<file path="src/design/sfr_pkg.sv">
package sfr_pkg;

	// Depth of the frame buffer, in bytes; only the body bytes are stored in it.
	localparam int FRAME_BYTES = 32;
	localparam int ADDR_W      = $clog2(FRAME_BYTES);

	// Largest length byte accepted: the buffer size minus three.
	localparam logic [7:0] MAX_LEN = 8'(FRAME_BYTES - 3);

	// Configuration register indexes.
	localparam logic [1:0] REG_HEADER  = 2'd0;
	localparam logic [1:0] REG_MIN_LEN = 2'd1;
	localparam logic [1:0] REG_TIMEOUT = 2'd2;

	// Configuration reset values.
	localparam logic [7:0] HEADER_RST  = 8'd170;
	localparam logic [7:0] MIN_LEN_RST = 8'd1;
	localparam logic [7:0] TIMEOUT_RST = 8'd220;

	// Input kinds on the tuser bit.
	localparam logic KIND_BYTE = 1'b0;
	localparam logic KIND_TICK = 1'b1;

	// Result of the shared adder and comparator.
	typedef struct packed {
		logic [7:0] sum;
		logic       eq;
	} alu_res_t;

endpackage

</file>
<file path="src/design/sfr_alu.sv">
// Shared 8-bit adder with an equality compare of the sum against a third operand.
module sfr_alu (
	input  logic [7:0]        a,
	input  logic [7:0]        b,
	input  logic [7:0]        c,
	output sfr_pkg::alu_res_t res
);

	logic [7:0] sum;

	assign sum     = a + b;
	assign res.sum = sum;
	assign res.eq  = (sum == c);

endmodule

</file>
<file path="src/design/sfr_store.sv">
// Frame body buffer: one write port, one registered read port.
module sfr_store (
	input  logic                       clk,
	input  logic                       we,
	input  logic [sfr_pkg::ADDR_W-1:0] waddr,
	input  logic [7:0]                 wdata,
	input  logic [sfr_pkg::ADDR_W-1:0] raddr,
	output logic [7:0]                 rdata
);

	logic [7:0] mem [sfr_pkg::FRAME_BYTES];

	always_ff @(posedge clk) begin
		if (we) begin
			mem[waddr] <= wdata;
		end
		rdata <= mem[raddr];
	end

endmodule

</file>
<file path="src/design/serial_frame_receiver_core.sv">
// Serial frame receiver. Each input word is either a received byte (tuser = 0,
// byte in tdata) or one timer tick (tuser = 1). A frame is a header byte, a
// length byte L, L body bytes (command first, then data) and a checksum byte
// equal to the 8-bit sum of the body, or zero when L is below min_length.
// Length bytes of zero or above the buffer size minus three drop the frame.
// A frame with a good checksum is sent out as a run of L words, the command
// word flagged on tuser and the final word flagged on tlast; a bad frame
// produces nothing. Any byte clears the idle counter, and timeout_ticks ticks
// in a row with no byte send the receiver back to hunting for a header.
// Rate: every byte and tick is taken in a single cycle while a frame is being
// collected. After the checksum byte of a good frame the receiver stops
// taking words and reads the buffer out word by word: a buffer read (ST_RD),
// then a load of the output register (ST_LOAD), which waits while the sink
// holds the register full. The input stays held off until the last word is
// loaded. The single buffer read port and the one shared adder set this pace.
module serial_frame_receiver_core (
	input  logic       clk,
	input  logic       arst_n,
	// Input stream.
	input  logic       s_tvalid,
	output logic       s_tready,
	input  logic [7:0] s_tdata,   // [7:0] rx_byte
	input  logic       s_tuser,   // [0] req_type
	// Output stream.
	output logic       m_tvalid,
	input  logic       m_tready,
	output logic [7:0] m_tdata,   // [7:0] out_byte
	output logic       m_tuser,   // [0] is_command
	output logic       m_tlast,
	// Configuration write port.
	input  logic       cfg_we,
	input  logic [1:0] cfg_index,
	input  logic [7:0] cfg_data
);

	// Sequencer states.
	localparam logic [2:0] ST_WAIT = 3'd0;  // hunting for a header byte
	localparam logic [2:0] ST_LEN  = 3'd1;  // expecting the length byte
	localparam logic [2:0] ST_BODY = 3'd2;  // collecting body and checksum
	localparam logic [2:0] ST_RD   = 3'd3;  // buffer read issued
	localparam logic [2:0] ST_LOAD = 3'd4;  // loading the output register

	logic [2:0] state_q;
	logic [7:0] header_q;
	logic [7:0] min_len_q;
	logic [7:0] timeout_q;
	logic [7:0] idle_q;
	logic [7:0] len_q;
	logic [7:0] cnt_q;
	logic [7:0] sum_q;
	logic [7:0] rd_q;

	logic       out_valid_q;
	logic [7:0] out_byte_q;
	logic       out_cmd_q;
	logic       out_last_q;

	logic       in_accept;
	logic       is_byte;
	logic       is_tick;
	logic       body_done;
	logic [7:0] expected;
	logic [7:0] idle_inc;
	logic       load_ok;

	logic [7:0]        alu_a;
	logic [7:0]        alu_b;
	logic [7:0]        alu_c;
	sfr_pkg::alu_res_t alu_res;

	logic                       mem_we;
	logic [sfr_pkg::ADDR_W-1:0] mem_waddr;
	logic [sfr_pkg::ADDR_W-1:0] mem_raddr;
	logic [7:0]                 mem_rdata;

	assign s_tready  = (state_q == ST_WAIT) || (state_q == ST_LEN) || (state_q == ST_BODY);
	assign in_accept = s_tvalid && s_tready;
	assign is_byte   = in_accept && (s_tuser == sfr_pkg::KIND_BYTE);
	assign is_tick   = in_accept && (s_tuser == sfr_pkg::KIND_TICK);

	// All body bytes are in once the count reaches the length; the next byte is the checksum.
	assign body_done = (cnt_q == len_q);
	assign expected  = (len_q < min_len_q) ? 8'd0 : sum_q;
	assign idle_inc  = (idle_q == 8'hFF) ? idle_q : idle_q + 8'd1;

	// The shared unit accumulates the body sum, checks the checksum, and during
	// readout steps the read index and spots the final word.
	always_comb begin
		alu_a = sum_q;
		alu_b = s_tdata;
		alu_c = s_tdata;
		case (state_q)
			ST_BODY: begin
				if (body_done) begin
					alu_a = expected;
					alu_b = 8'd0;
				end
			end
			ST_LOAD: begin
				alu_a = rd_q;
				alu_b = 8'd1;
				alu_c = len_q;
			end
			default: begin
				alu_a = sum_q;
			end
		endcase
	end

	sfr_alu u_alu (
		.a   (alu_a),
		.b   (alu_b),
		.c   (alu_c),
		.res (alu_res)
	);

	assign mem_we    = is_byte && (state_q == ST_BODY) && !body_done;
	assign mem_waddr = cnt_q[sfr_pkg::ADDR_W-1:0];
	assign mem_raddr = rd_q[sfr_pkg::ADDR_W-1:0];

	sfr_store u_store (
		.clk   (clk),
		.we    (mem_we),
		.waddr (mem_waddr),
		.wdata (s_tdata),
		.raddr (mem_raddr),
		.rdata (mem_rdata)
	);

	// The output register can take a new word when it is empty or being drained.
	assign load_ok = !out_valid_q || m_tready;

	always_ff @(posedge clk or negedge arst_n) begin
		if (!arst_n) begin
			header_q  <= sfr_pkg::HEADER_RST;
			min_len_q <= sfr_pkg::MIN_LEN_RST;
			timeout_q <= sfr_pkg::TIMEOUT_RST;
		end else if (cfg_we) begin
			case (cfg_index)
				sfr_pkg::REG_HEADER:  header_q  <= cfg_data;
				sfr_pkg::REG_MIN_LEN: min_len_q <= cfg_data;
				sfr_pkg::REG_TIMEOUT: timeout_q <= cfg_data;
				default: begin
				end
			endcase
		end
	end

	always_ff @(posedge clk or negedge arst_n) begin
		if (!arst_n) begin
			state_q     <= ST_WAIT;
			idle_q      <= 8'd0;
			len_q       <= 8'd0;
			cnt_q       <= 8'd0;
			sum_q       <= 8'd0;
			rd_q        <= 8'd0;
			out_valid_q <= 1'b0;
		end else begin
			// A load refills the output register; otherwise a taken word empties it.
			if ((state_q == ST_LOAD) && load_ok) begin
				out_valid_q <= 1'b1;
			end else if (m_tready) begin
				out_valid_q <= 1'b0;
			end

			if (is_tick) begin
				// A timeout abandons any partial frame.
				if (idle_inc >= timeout_q) begin
					idle_q  <= 8'd0;
					state_q <= ST_WAIT;
				end else begin
					idle_q <= idle_inc;
				end
			end else if (is_byte) begin
				idle_q <= 8'd0;
				case (state_q)
					ST_LEN: begin
						if ((s_tdata == 8'd0) || (s_tdata > sfr_pkg::MAX_LEN)) begin
							state_q <= ST_WAIT;
						end else begin
							len_q   <= s_tdata;
							cnt_q   <= 8'd0;
							sum_q   <= 8'd0;
							state_q <= ST_BODY;
						end
					end
					ST_BODY: begin
						if (body_done) begin
							// Checksum byte: a match starts readout, a mismatch drops the frame.
							rd_q    <= 8'd0;
							state_q <= alu_res.eq ? ST_RD : ST_WAIT;
						end else begin
							sum_q <= alu_res.sum;
							cnt_q <= cnt_q + 8'd1;
						end
					end
					default: begin
						state_q <= (s_tdata == header_q) ? ST_LEN : ST_WAIT;
					end
				endcase
			end else begin
				case (state_q)
					ST_RD: begin
						state_q <= ST_LOAD;
					end
					ST_LOAD: begin
						if (load_ok) begin
							if (alu_res.eq) begin
								state_q <= ST_WAIT;
							end else begin
								rd_q    <= alu_res.sum;
								state_q <= ST_RD;
							end
						end
					end
					default: begin
					end
				endcase
			end
		end
	end

	// Output payload; only loaded together with the valid flag.
	always_ff @(posedge clk) begin
		if ((state_q == ST_LOAD) && load_ok) begin
			out_byte_q <= mem_rdata;
			out_cmd_q  <= (rd_q == 8'd0);
			out_last_q <= alu_res.eq;
		end
	end

	assign m_tvalid = out_valid_q;
	assign m_tdata  = out_byte_q;
	assign m_tuser  = out_cmd_q;
	assign m_tlast  = out_last_q;

endmodule
</file>
<file path="config.mk">
export PLATFORM = sky130hd
export DESIGN_NAME = serial_frame_receiver_core
export DESIGN_NICKNAME = d
export VERILOG_FILES = /design/src/design/sfr_pkg.sv /design/src/design/sfr_alu.sv /design/src/design/sfr_store.sv /design/src/design/serial_frame_receiver_core.sv
export SDC_FILE = /design/constraint.sdc
export NUM_CORES = 1
export LEC_CHECK = 0
export ABC_AREA = 0
export BUFFER_PORTS_ARGS = -buffer_cell sky130_fd_sc_hd__buf_2
export CAP_MARGIN = 20
export CORE_MARGIN = 2
export CORE_UTILIZATION = 40
export DETAILED_ROUTE_END_ITERATION = 8
export GPL_TIMING_DRIVEN = 0
export PLACE_DENSITY = 0.64
export SLEW_MARGIN = 20
export SYNTH_ARGS = -nofsm -noshare
export SYNTH_HDL_FRONTEND = slang
export SYNTH_HIERARCHICAL = 1
export SYNTH_SLANG_ARGS = --single-unit
</file>
<file path="constraint.sdc">
create_clock -name clk -period 4.75 [get_ports clk]
set_clock_uncertainty 0.05 [all_clocks]
set_input_delay 0.95 -clock clk [delete_from_list [all_inputs] [get_ports clk]]
set_output_delay 0.95 -clock clk [all_outputs]
set_load 0.005 [all_outputs]
</file>
==> metrics.log, run 1 <==
[metrics] clock insertion delay at the later pin of the skew report: roughly 0.53 ns
[metrics] GRT Resource Usage Total: 17.0%
[metrics] vias in the first global route: 8096
[metrics] number of library cell types mapped by synthesis: 68
[metrics] outcome: complete, no violations
[metrics] gpl congestion: 0.814
[metrics] aggregate global routing overflow: 0
[metrics] Max FO, Critical Path: 6
[metrics] critical path data required time: 5.10 ns
[metrics] effective utilization at floorplan: between 40% and 50%
[metrics] proportion of total power due to net switching: a little under a third
[metrics] post-detailed-route wirelength per cell: 22.2 µm
[metrics] number of violations of the max-capacitance limit: 0
[metrics] final worst-path setup slack: 0.212 ns
[metrics] CP startpoint kind: flop
[metrics] Synth top area share: 54.2%
[metrics] proportion of power drawn by combinational gates: 30.7%
[metrics] number of enable-type register cells in the synthesized netlist: 266
[metrics] TritonCTS clock tree: built
[metrics] post-detailed-routing wire length: between 30000 and 40000 µm
[metrics] die area: 0.0384 mm²
[metrics] hold bufs inserted after CTS: 0
[metrics] most frequent cells in the layout: 266 x sky130_fd_sc_hd__edfxtp_1, 80 x sky130_fd_sc_hd__mux4_2, 59 x sky130_fd_sc_hd__nor2_1
[metrics] Area growth syn-to-layout: 14.6%
[metrics] x dimension of the die: 196 µm
[metrics] flip-flop and latch count after synthesis: between 300 and 400
[metrics] Final period util: 95.5%
[metrics] total via count in the routed design: 7898
[metrics] post-CTS clock slew at the launch and capture registers of the worst setup and hold paths: 0.06 ns
[metrics] number of placed instances with taps included: 1366
[metrics] nets@finish: 990
[metrics] relative contribution of the clock network to total power: a little under a third
[metrics] post-synth net total: 911
[metrics] setup-violating endpoint count in the final report: 0
[metrics] minimum setup slack after placement: -0.525 ns
[metrics] antenna violations before repair: 0
[metrics] average via count per standard cell: about 5.5
[metrics] maximum level of the CTS H-tree: 2
[metrics] worst min path class: in -> async
[metrics] Max stage delay cell, worst path: sky130_fd_sc_hd__dfrtp_2
[metrics] worst-margin pin slew: 0.914 ns
[metrics] final instance count without filler cells: 1438
[metrics] number of buffers and inverters on the critical path: 3
[metrics] floorplan core area: 0.0364 mm²
[metrics] headroom to the max-slew limit: 39.1%
[metrics] final critical path time including I/O delays and setup: 4.54 ns
[metrics] dominant cells by area after synthesis: sky130_fd_sc_hd__edfxtp_1 54%, sky130_fd_sc_hd__mux4_2 12%, sky130_fd_sc_hd__dfrtp_1 9.8%, sky130_fd_sc_hd__mux2_2 3.2%, sky130_fd_sc_hd__ha_1 2.0%
[metrics] pin count of the biggest net entering global routing: 53
[metrics] HPWL after detailed placement: 20600 µm
[metrics] fraction of registers with async set or reset after synthesis: 19.9%
[metrics] warning count from the yosys run: 6
[metrics] crit path DAT: 4.88 ns
[metrics] post-synthesis area per instance: 17.1 µm²
[metrics] gate family responsible for the most delay along the worst path: compound AO/OA/AOI/OAI gates
[metrics] number of instances in the synthesized netlist: approximately 860
[metrics] part of the power in registers: 38.7%
[metrics] buffer levels on the longest clock path: 3
[metrics] net switching power: 2.87 mW
[metrics] category of the critical setup timing path: reg -> reg
[metrics] most common library cell in the layout ignoring fill and taps: sky130_fd_sc_hd__edfxtp_1
[metrics] DRC: 0
[metrics] internal power contribution: 6.66 mW
[metrics] global-route wire length before repair: 49000 µm
[metrics] cell type contributing the most total cell area after synthesis: sky130_fd_sc_hd__edfxtp_1
[metrics] Top-Level Pins: 36
[metrics] count of nets left with antenna violations after detail routing: 0
[metrics] die height: 196 µm
[metrics] VDD IR max: 300 µV
[metrics] share of the yosys chip area belonging to registers: between 60% and 70%
[metrics] maximum cell stage delay along the critical path: 0.45 ns
[metrics] Most used DFF post-synth: sky130_fd_sc_hd__edfxtp_1
[metrics] Placement Rows: 70
[metrics] total clock buffers created by CTS: 37
[metrics] total inserted antenna cells: 0
[metrics] standby leakage power: 5.92 nW
[metrics] DR pass1 iterations: 5
[metrics] endpoints failing hold: 0
[metrics] Max Transition Viols Final: 0
[metrics] Fmax: around 0.22 GHz
[metrics] number of DRC violations after detailed-routing iteration 0: 612
[metrics] clock root cell: sky130_fd_sc_hd__clkbuf_16
[metrics] share of layout cells above drive strength 1: 27.5%
[metrics] CTS sink count: 342
[metrics] kind of end point of the critical path: flop
[metrics] Port Buffers: 35
[metrics] CP cell instances: ha_1, a21o_1, a21o_1, a211o_1, a211oi_4, buf_4, nor2_1, ha_1, buf_6, xnor2_2, mux2i_1, nand2b_1, o211a_1, nor4b_2, buf_4, mux2i_2, o21ai_0, mux2_1
[metrics] cell area power density: 564 mW/mm²
[metrics] Syn Std Cell Area: 0.0147 mm²
final timing paths:
check / from / to / cells after the start / slack [ns]
min in group clk: u_store/rdata[2] / m_tdata[2] / 0 / 0.35
max in group asynchronous: arst_n / min_len_q[0] / 2 / 3.80
hold reg to reg: u_store/rdata[2] / m_tdata[2] / 0 / 0.35
setup / recovery: len_q[5] / state_q[0] / 18 / 0.21
hold / removal: arst_n / idle_q[2] / 1 / 0.26
setup reg to reg: len_q[5] / state_q[0] / 18 / 0.21
through the flow:
stage / TNS [ns] / total power [mW] / area, µm² / utilization (%) / hold WS (ns)
finish: 0 / 9.53 / 16900 / 46.4 / 0.259
detailed placement: -5.00 / 6.58 / 15500 / 42.7 / 0.339
floorplan: 0 / 5.79 / 14700 / - / 0.336
global route: -0.0176 / 9.97 / 16900 / 46.4 / 0.254
global placement: -5.07 / 6.55 / 15500 / 42.6 / 0.337
CTS: 0 / 9.53 / 16800 / 46.2 / 0.249
power groups by stage:
stage	Combinational (mW)	Sequential, mW	Clock (mW)
after floorplan	2.11	3.68	0
after global placement	2.81	3.73	0
after detailed placement	2.84	3.74	0
after CTS	2.88	3.68	2.97
after global routing	3.16	3.72	3.10
final	2.93	3.69	2.91
cell families (layout without fill, tap and decap cells):
logic type	Yosys count	after routing	synth area share, %
AOI/OAI and AO/OA	77	77	3.86
xor gates and xnor gates	36	36	2.19
adders and majority gates	25	25	2.17
buffers and inverters	52	160	1.67
DFF	342	342	66.9
muxes	135	135	16.3
and+or+nand+nor	195	195	6.93
layer usage:
| metal | up-vias | routed length, µm | GRT usage [%] | part of all wire [%] |
|---|---|---|---|---|
| met5 | - | 0 | 0 | 0 |
| met4 | 0 | 499 | 3.98 | 1.6 |
| met3 | 38 | 1620 | 2.99 | 5.1 |
| met2 | 210 | 15900 | 28.7 | 50 |
| met1 | 4091 | 13900 | 23.0 | 44 |
| li1 | 3559 | - | - | - |
final cells by class:
class,count,area [µm²]
Fill cell,3126,19500
Sequential cell,342,9870
Multi-Input combinational cell,468,4720
Clock buffer,44,973
Tap cell,468,586
Clock inverter,24,268
Timing Repair Buffer,41,243
Buffer,29,160
Inverter,22,82.6
cells in the mapped netlist (3+ instances only):
library cell	instances
sky130_fd_sc_hd__a21o_1	7
sky130_fd_sc_hd__a21oi_1	13
sky130_fd_sc_hd__a22o_1	11
sky130_fd_sc_hd__a31oi_1	6
sky130_fd_sc_hd__and2_1	12
sky130_fd_sc_hd__and3_1	3
sky130_fd_sc_hd__buf_1	6
sky130_fd_sc_hd__buf_2	5
sky130_fd_sc_hd__buf_4	6
sky130_fd_sc_hd__buf_6	3
sky130_fd_sc_hd__clkbuf_1	10
sky130_fd_sc_hd__dfrtp_1	58
sky130_fd_sc_hd__dfstp_2	10
sky130_fd_sc_hd__dfxtp_1	8
sky130_fd_sc_hd__edfxtp_1	266
sky130_fd_sc_hd__ha_1	24
sky130_fd_sc_hd__inv_1	21
sky130_fd_sc_hd__mux2_2	42
sky130_fd_sc_hd__mux2i_1	12
sky130_fd_sc_hd__mux4_2	80
sky130_fd_sc_hd__nand2_1	46
sky130_fd_sc_hd__nand2b_1	8
sky130_fd_sc_hd__nand3_1	12
sky130_fd_sc_hd__nand3b_1	9
sky130_fd_sc_hd__nand4_1	7
sky130_fd_sc_hd__nor2_1	59
sky130_fd_sc_hd__nor3_1	8
sky130_fd_sc_hd__o21a_1	3
sky130_fd_sc_hd__o21ai_0	8
sky130_fd_sc_hd__o21ai_1	8
sky130_fd_sc_hd__or3_1	7
sky130_fd_sc_hd__or3b_2	3
sky130_fd_sc_hd__or4_1	5
sky130_fd_sc_hd__xnor2_1	19
sky130_fd_sc_hd__xor2_1	16
sequential cells by signal, summed over array words and instances (netlist names):
register and cells:
u_store/mem 256, cnt_q 8, sum_q 8, state_q 3, timeout_q 8, min_len_q 8, m_tlast 1, len_q 8
idle_q 8, u_store/rdata 8, m_tvalid 1, rd_q 8, m_tdata 8, m_tuser 1, header_q 8
repair_timing:
action / in CTS / in global routing
resized for setup: 4 / 13
pin swaps: 2 / 3
setup buffers: 3 / 2
endpoints found under the setup margin: 10 / 10
Note: power is estimated with default switching activity, not from simulation.
==> run 2, diff against run 1 <==
- SETUP_SLACK_MARGIN: default -> 0.5
==> metrics.log, run 2 (synthesis gave the netlist of run 1 again) <==
[metrics] outcome: complete, no violations
[metrics] kind of end point of the critical path: flop
[metrics] CP startpoint kind: flop
[metrics] worst min path class: in -> async
[metrics] buffer levels on the longest clock path: 3 (unchanged)
[metrics] aggregate global routing overflow: 0 (unchanged)
[metrics] gpl congestion: 0.814 (unchanged)
[metrics] Port Buffers: 35 (unchanged)
[metrics] hold bufs inserted after CTS: 0 (unchanged)
[metrics] final instance count without filler cells: 1452 (+0.97%)
[metrics] x dimension of the die: 196 µm (unchanged)
[metrics] proportion of total power due to net switching: 30.2% (+0.054 points)
[metrics] Final period util: 88.3% (-7.2 points)
[metrics] setup repair after global routing missed its margin: yes
[metrics] standby leakage power: 6.00 nW (+1.4%)
[metrics] VDD IR max: 300 µV (+0.11%)
[metrics] number of violations of the max-capacitance limit: 0 (unchanged)
[metrics] clock insertion delay at the later pin of the skew report: 0.53 ns (about the same)
[metrics] most common library cell in the layout ignoring fill and taps: sky130_fd_sc_hd__edfxtp_1
[metrics] floorplan core area: 0.0364 mm² (unchanged)
[metrics] worst-margin pin slew: 0.905 ns (-0.00868 ns)
[metrics] capture instance of the worst register-to-register path: state_q[0]
[metrics] pin count of the biggest net entering global routing: 53 (unchanged)
[metrics] worst setup slack for register-to-register paths: 0.55 ns (+0.34 ns)
[metrics] Placement Rows: 70 (unchanged)
[metrics] setup-violating endpoint count in the final report: 0 (unchanged)
[metrics] DRC: 0 (unchanged)
[metrics] net switching power: 2.94 mW (+2.4%)
[metrics] final critical path time including I/O delays and setup: 4.20 ns (-0.342 ns)
[metrics] vias in the first global route: 8160 (+0.79%)
[metrics] HPWL after detailed placement: 20600 µm (unchanged)
[metrics] cell count of the worst reg-to-reg path: 18 (unchanged)
[metrics] flip-flop count of the largest register, all copies and words added: 256 (unchanged)
[metrics] relative contribution of the clock network to total power: 29.9% (-0.7 points)
[metrics] share of layout cells above drive strength 1: 30.1% (+2.6 points)
[metrics] maximum level of the CTS H-tree: 2 (unchanged)
[metrics] CTS sink count: 342 (unchanged)
[metrics] Max FO, Critical Path: 6 (unchanged)
[metrics] number of DRC violations after detailed-routing iteration 0: 582 (-4.9%)
[metrics] nets@finish: 1004 (+1.4%)
[metrics] internal power contribution: 6.80 mW (+2.2%)
[metrics] r2r startpoint: len_q[5]
[metrics] antenna violations before repair: 0 (unchanged)
[metrics] average via count per standard cell: 5.50 (+0.23%)
[metrics] die area: 0.0384 mm² (unchanged)
[metrics] effective utilization at floorplan: 40.5% (unchanged)
[metrics] clock root cell: sky130_fd_sc_hd__clkbuf_16
[metrics] post-detailed-route wirelength per cell: 22.3 µm (+0.13%)
[metrics] DR pass1 iterations: 5 (unchanged)
[metrics] total power draw: 9.74 mW (+2.3%)
[metrics] endpoints failing hold: 0 (unchanged)
[metrics] total clock buffers created by CTS: 37 (unchanged)
[metrics] Fmax: 0.238 GHz (+8.1%)
[metrics] Max Transition Viols Final: 0 (unchanged)
[metrics] GRT Resource Usage Total: 17.1% (+0.10 points)
[metrics] post-detailed-routing wire length: 32300 µm (+1.1%)
[metrics] Top-Level Pins: 36 (unchanged)
[metrics] TritonCTS clock tree: built
[metrics] part of the power in registers: 37.9% (-0.8 points)
[metrics] headroom to the max-slew limit: 39.6% (+0.58 points)
[metrics] count of nets left with antenna violations after detail routing: 0 (unchanged)
[metrics] total inserted antenna cells: 0 (unchanged)
[metrics] number of placed instances with taps included: 1366 (unchanged)
[metrics] proportion of power drawn by combinational gates: 32.2% (+1.5 points)
[metrics] Top reg by flops: u_store/mem
[metrics] post-CTS clock slew at the launch and capture registers of the worst setup and hold paths: 0.06 ns (about the same)
[metrics] die height: 196 µm (unchanged)
[metrics] crit path DAT: 4.54 ns (-0.34 ns)
[metrics] category of the critical setup timing path: reg -> reg
[metrics] Area growth syn-to-layout: 16.2%
[metrics] total via count in the routed design: 7993 (+1.2%)
[metrics] most frequent cells in the layout: 266 x sky130_fd_sc_hd__edfxtp_1, 80 x sky130_fd_sc_hd__mux4_2, 58 x sky130_fd_sc_hd__nor2_1
[metrics] critical path data required time: 5.10 ns (about the same)
[metrics] cell area power density: 568 mW/mm² (+0.85%)
[metrics] global-route wire length before repair: 49400 µm (+0.69%)
## run 2: final cells by class
type	instances	area, µm²
multi-input combinational	468	4840
tap	468	586
inverter	22	82.6
fill	3096	19300
clock buffer	44	973
timing repair buffer	54	357
sequential	342	9870
clock inverter	24	268
buffer	30	168
## run 2: worst max path at each step
stage                       from    endpoint  slack, ns
global placement        cnt_q[2]     rd_q[7]      -0.53
finish                  len_q[5]  state_q[0]       0.55
floorplan               len_q[5]  state_q[0]       0.50
CTS                     len_q[5]  state_q[0]       0.52
global route        min_len_q[5]  state_q[0]       0.32
detailed placement      cnt_q[2]     rd_q[6]      -0.52
## run 2: worst max-delay path, stage by stage, from the launching register on
cell                       delay, ns
sky130_fd_sc_hd__dfrtp_2        0.43
sky130_fd_sc_hd__ha_4           0.25
sky130_fd_sc_hd__a21o_1         0.15
sky130_fd_sc_hd__a21o_1         0.15
sky130_fd_sc_hd__a211o_1        0.32
sky130_fd_sc_hd__a211oi_4       0.34
sky130_fd_sc_hd__buf_6          0.19
sky130_fd_sc_hd__nor2_4         0.05
sky130_fd_sc_hd__ha_4           0.21
sky130_fd_sc_hd__buf_6          0.13
sky130_fd_sc_hd__xnor2_4        0.18
sky130_fd_sc_hd__mux2i_1        0.25
sky130_fd_sc_hd__nand2b_1       0.09
sky130_fd_sc_hd__o211a_1        0.25
sky130_fd_sc_hd__nor4b_2        0.27
sky130_fd_sc_hd__buf_4          0.18
sky130_fd_sc_hd__mux2i_4        0.25
sky130_fd_sc_hd__o21ai_2        0.07
sky130_fd_sc_hd__mux2_4         0.25
## run 2: metal layers
layer  global-route usage (%)  wire length, µm  vias to the layer above
li1                         -                -                     3593
met1                     23.3            14200                     4132
met2                     28.8            16000                      220
met3                     2.94             1610                       48
met4                     3.96              598                        0
met5                        0                0                        -
## run 2: through the flow
step	TNS [ns]	hold slack, ns	cell area, µm²	worst slack, ns	utilization, %
after floorplan	0	0.336	14700	0.503	-
after global placement	-5.07	0.337	15500	-0.534	42.6
after detailed placement	-5.00	0.339	15500	-0.525	42.7
after CTS	0	0.249	17000	0.524	46.7
after global routing	0	0.254	17100	0.316	47.0
final	0	0.258	17100	0.554	47.0
## run 2: power by group through the flow
| stage | Combinational, mW | Clock (mW) | Sequential, mW |
|---|---|---|---|
| floorplan | 2.11 | 0 | 3.68 |
| global placement | 2.81 | 0 | 3.73 |
| detailed placement | 2.84 | 0 | 3.74 |
| CTS | 3.02 | 2.97 | 3.69 |
| global route | 3.37 | 3.10 | 3.72 |
| finish | 3.14 | 2.91 | 3.69 |
## run 2: timing repair
item | 4_1_cts | 5_1_grt
pin swaps | 13 | 14
buffers inserted | 12 | 6
gates resized for setup | 28 | 13
setup endpoints to repair | 11 | 10
cloned | 0 | 0
==> run 3, diff against run 2 <==
- PLACE_DENSITY: 0.64 -> 0.66
- clock period: 4.75 -> 3.8 ns (I/O delays scaled with it)
==> metrics.log, run 3 (synthesis gave the netlist of run 1 again) <==
[metrics] headroom to the max-slew limit: 43.7% (+4.1 points)
[metrics] buffer levels on the longest clock path: 3 (unchanged)
[metrics] total via count in the routed design: 7967 (-0.33%)
[metrics] nets@finish: 1021 (+1.7%)
[metrics] Met2 Wirelength: 15500 µm (-2.7%)
[metrics] Fmax: 0.240 GHz (+0.70%)
[metrics] number of buffers and inverters on the critical path: 3 (unchanged)
[metrics] Placement Rows: 70 (unchanged)
[metrics] outcome: finished with violations
[metrics] hold bufs inserted after CTS: 0 (unchanged)
[metrics] cell area power density: 698 mW/mm² (+23%)
[metrics] number of DRC violations after detailed-routing iteration 0: 429 (-26%)
[metrics] worst-margin pin slew: 0.839 ns (-0.0662 ns)
[metrics] total power draw: 12.2 mW (+26%)
[metrics] most common library cell in the layout ignoring fill and taps: sky130_fd_sc_hd__edfxtp_1
[metrics] DR pass1 iterations: 4 (-1)
[metrics] summed area of non-filler cells in the final layout: 0.0175 mm² (+2.2%)
[metrics] launch point of the worst path: cnt_q[1]
[metrics] pin count of the biggest net entering global routing: 40 (-25%)
[metrics] CTS sink count: 342 (unchanged)
[metrics] aggregate global routing overflow: 0 (unchanged)
[metrics] detailed-route wire length on metal 1: 14200 µm (+0.57%)
[metrics] HPWL after detailed placement: 20400 µm (-0.57%)
[metrics] gate family responsible for the most delay along the worst path: simple AND/OR/NAND/NOR gates
[metrics] global-route wire length before repair: 48600 µm (-1.6%)
[metrics] Worst path most repeated cell: sky130_fd_sc_hd__xor2_1
[metrics] setup repair after global routing missed its margin: yes
[metrics] r2r startpoint: cnt_q[1]
[metrics] antenna violations before repair: 0 (unchanged)
[metrics] vias in the first global route: 8144 (-0.20%)
[metrics] floorplan core area: 0.0364 mm² (unchanged)
[metrics] length of routed met3 wiring: 1220 µm (-24%)
[metrics] count of nets left with antenna violations after detail routing: 0 (unchanged)
[metrics] die area: 0.0384 mm² (unchanged)
[metrics] Final period util: 110% (+21 points)
[metrics] DRC: 0 (unchanged)
[metrics] maximum level of the CTS H-tree: 2 (unchanged)
[metrics] GRT Resource Usage Total: 16.7% (-0.37 points)
[metrics] kind of end point of the critical path: flop
[metrics] total inserted antenna cells: 0 (unchanged)
[metrics] VDD IR max: 486 µV (+62%)
[metrics] standby leakage power: 6.10 nW (+1.8%)
[metrics] area post-placement: 0.0156 mm² (+0.14%)
[metrics] x dimension of the die: 196 µm (unchanged)
[metrics] crit path DAT: 4.50 ns (-0.04 ns)
[metrics] total of fill cells in the finished design: 3039 (-1.8%)
[metrics] Max FO, Critical Path: 8 (+2)
[metrics] maximum cell stage delay along the critical path: 0.46 ns (+0.03 ns)
[metrics] flip-flop count of the largest register, all copies and words added: 256 (unchanged)
[metrics] clock insertion delay at the later pin of the skew report: 0.53 ns (about the same)
[metrics] share of layout cells above drive strength 1: 37.0% (+6.9 points)
[metrics] final critical path time including I/O delays and setup: 4.17 ns (-0.0290 ns)
[metrics] Port Buffers: 35 (unchanged)
[metrics] Top-Level Pins: 36 (unchanged)
[metrics] minimum setup slack after placement: -1.14 ns (-0.616 ns)
[metrics] top sig layer: met4
[metrics] Top reg by flops: u_store/mem
[metrics] average via count per standard cell: 5.43 (-1.4%)
[metrics] final worst-path setup slack: -0.367 ns (-0.921 ns)
[metrics] final core area utilization: 48.1% (+1.1 points)
[metrics] total clock buffers created by CTS: 37 (unchanged)
[metrics] critical path data required time: 4.13 ns (-0.97 ns)
[metrics] CP cell instances: xor2_1, nor4_4, nand3_4, a211oi_4, nor2_1, ha_2, fa_2, xor2_4, xor2_1, nor4_2, o311ai_2, nor4b_4, buf_4, buf_6, nor3_4, buf_12, nand2_2, o21ai_1
[metrics] setup-violating endpoint count in the final report: 11 (+11)
[metrics] post-CTS clock slew at the launch and capture registers of the worst setup and hold paths: 0.06 ns (about the same)
[metrics] post-detailed-routing wire length: 31600 µm (-2.1%)
[metrics] TritonCTS clock tree: built
[metrics] effective utilization at floorplan: 40.5% (unchanged)
[metrics] final instance count without filler cells: 1468 (+1.1%)
[metrics] gpl congestion: 0.829 (+1.7%)
[metrics] category of the critical setup timing path: reg -> reg
[metrics] Max Transition Viols Final: 0 (unchanged)
[metrics] die height: 196 µm (unchanged)
[metrics] number of violations of the max-capacitance limit: 0 (unchanged)
[metrics] CP startpoint kind: flop
[metrics] Area growth syn-to-layout: 18.8%
[metrics] violations in the final reports: setup timing
[metrics] worst min path class: in -> async
[metrics] number of placed instances with taps included: 1366 (unchanged)
[metrics] most frequent cells in the layout: 266 x sky130_fd_sc_hd__edfxtp_1, 80 x sky130_fd_sc_hd__mux4_2, 50 x sky130_fd_sc_hd__dfrtp_1
[metrics] endpoints failing hold: 0 (unchanged)
[metrics] clock root cell: sky130_fd_sc_hd__clkbuf_16
[metrics] Max stage delay cell, worst path: sky130_fd_sc_hd__dfrtp_2
[metrics] post-detailed-route wirelength per cell: 21.6 µm (-3.2%)
## run 3: changes by cell type in the layout (fill, tap and decap cells not counted), sizes merged
cell / before / now
bufinv: 5 / 3
clkbuf: 54 / 62
clkinv: 16 / 11
buf: 74 / 89
## run 3: what timing repair did
| action | 4_1_cts | 5_1_grt |
|---|---|---|
| setup buffers | 16 | 19 |
| resized for setup | 74 | 46 |
| endpoints found under the hold margin | 0 | 0 |
| pin swaps | 27 | 18 |
| endpoints found under the setup margin | 279 | 201 |
## run 3: power by group
group	internal [mW]	leakage (nW)	switching, mW	total [mW]
Clock	2.10	0.581	1.45	3.54
Combinational	2.01	2.23	2.08	4.08
Sequential	4.37	3.29	0.239	4.61
Total	8.47	6.10	3.76	12.2
## run 3: layout make-up
type,instances,area (µm²),share of cell area [%]
Tap cell,468,586,3.34
Buffer,30,186,1.06
Timing Repair Buffer,71,500,2.86
Sequential cell,342,9870,56.3
Clock inverter,17,184,1.05
Multi-Input combinational cell,468,5090,29.1
Clock buffer,50,1020,5.80
Inverter,22,82.6,0.471
## run 3: through the flow
| step | setup TNS (ns) | hold slack (ns) |
|---|---|---|
| after floorplan | -1.17 | 0.336 |
| after global placement | -41.74 | 0.341 |
| after detailed placement | -49.03 | 0.340 |
| after CTS | -4.27 | 0.104 |
| after global routing | -5.37 | 0.121 |
| final | -3.61 | 0.104 |
## run 3: worst paths after layout
check | end | slack, ns | cells past startpoint
worst max-delay path | rd_q[6] | -0.37 | 18
worst min-delay path | m_tvalid | 0.10 | 1
worst max register to register | rd_q[6] | -0.37 | 18
worst min register to register | m_tdata[5] | 0.35 | 0
max in group asynchronous | len_q[1] | 3.01 | 2
min in group clk | m_tdata[5] | 0.35 | 0
## run 3: routing by layer
layer	track usage, %	vias to the layer above
met4	4.77	0
met2	27.8	145
met1	22.7	4155
li1	-	3620
met5	0	-
met3	2.92	47
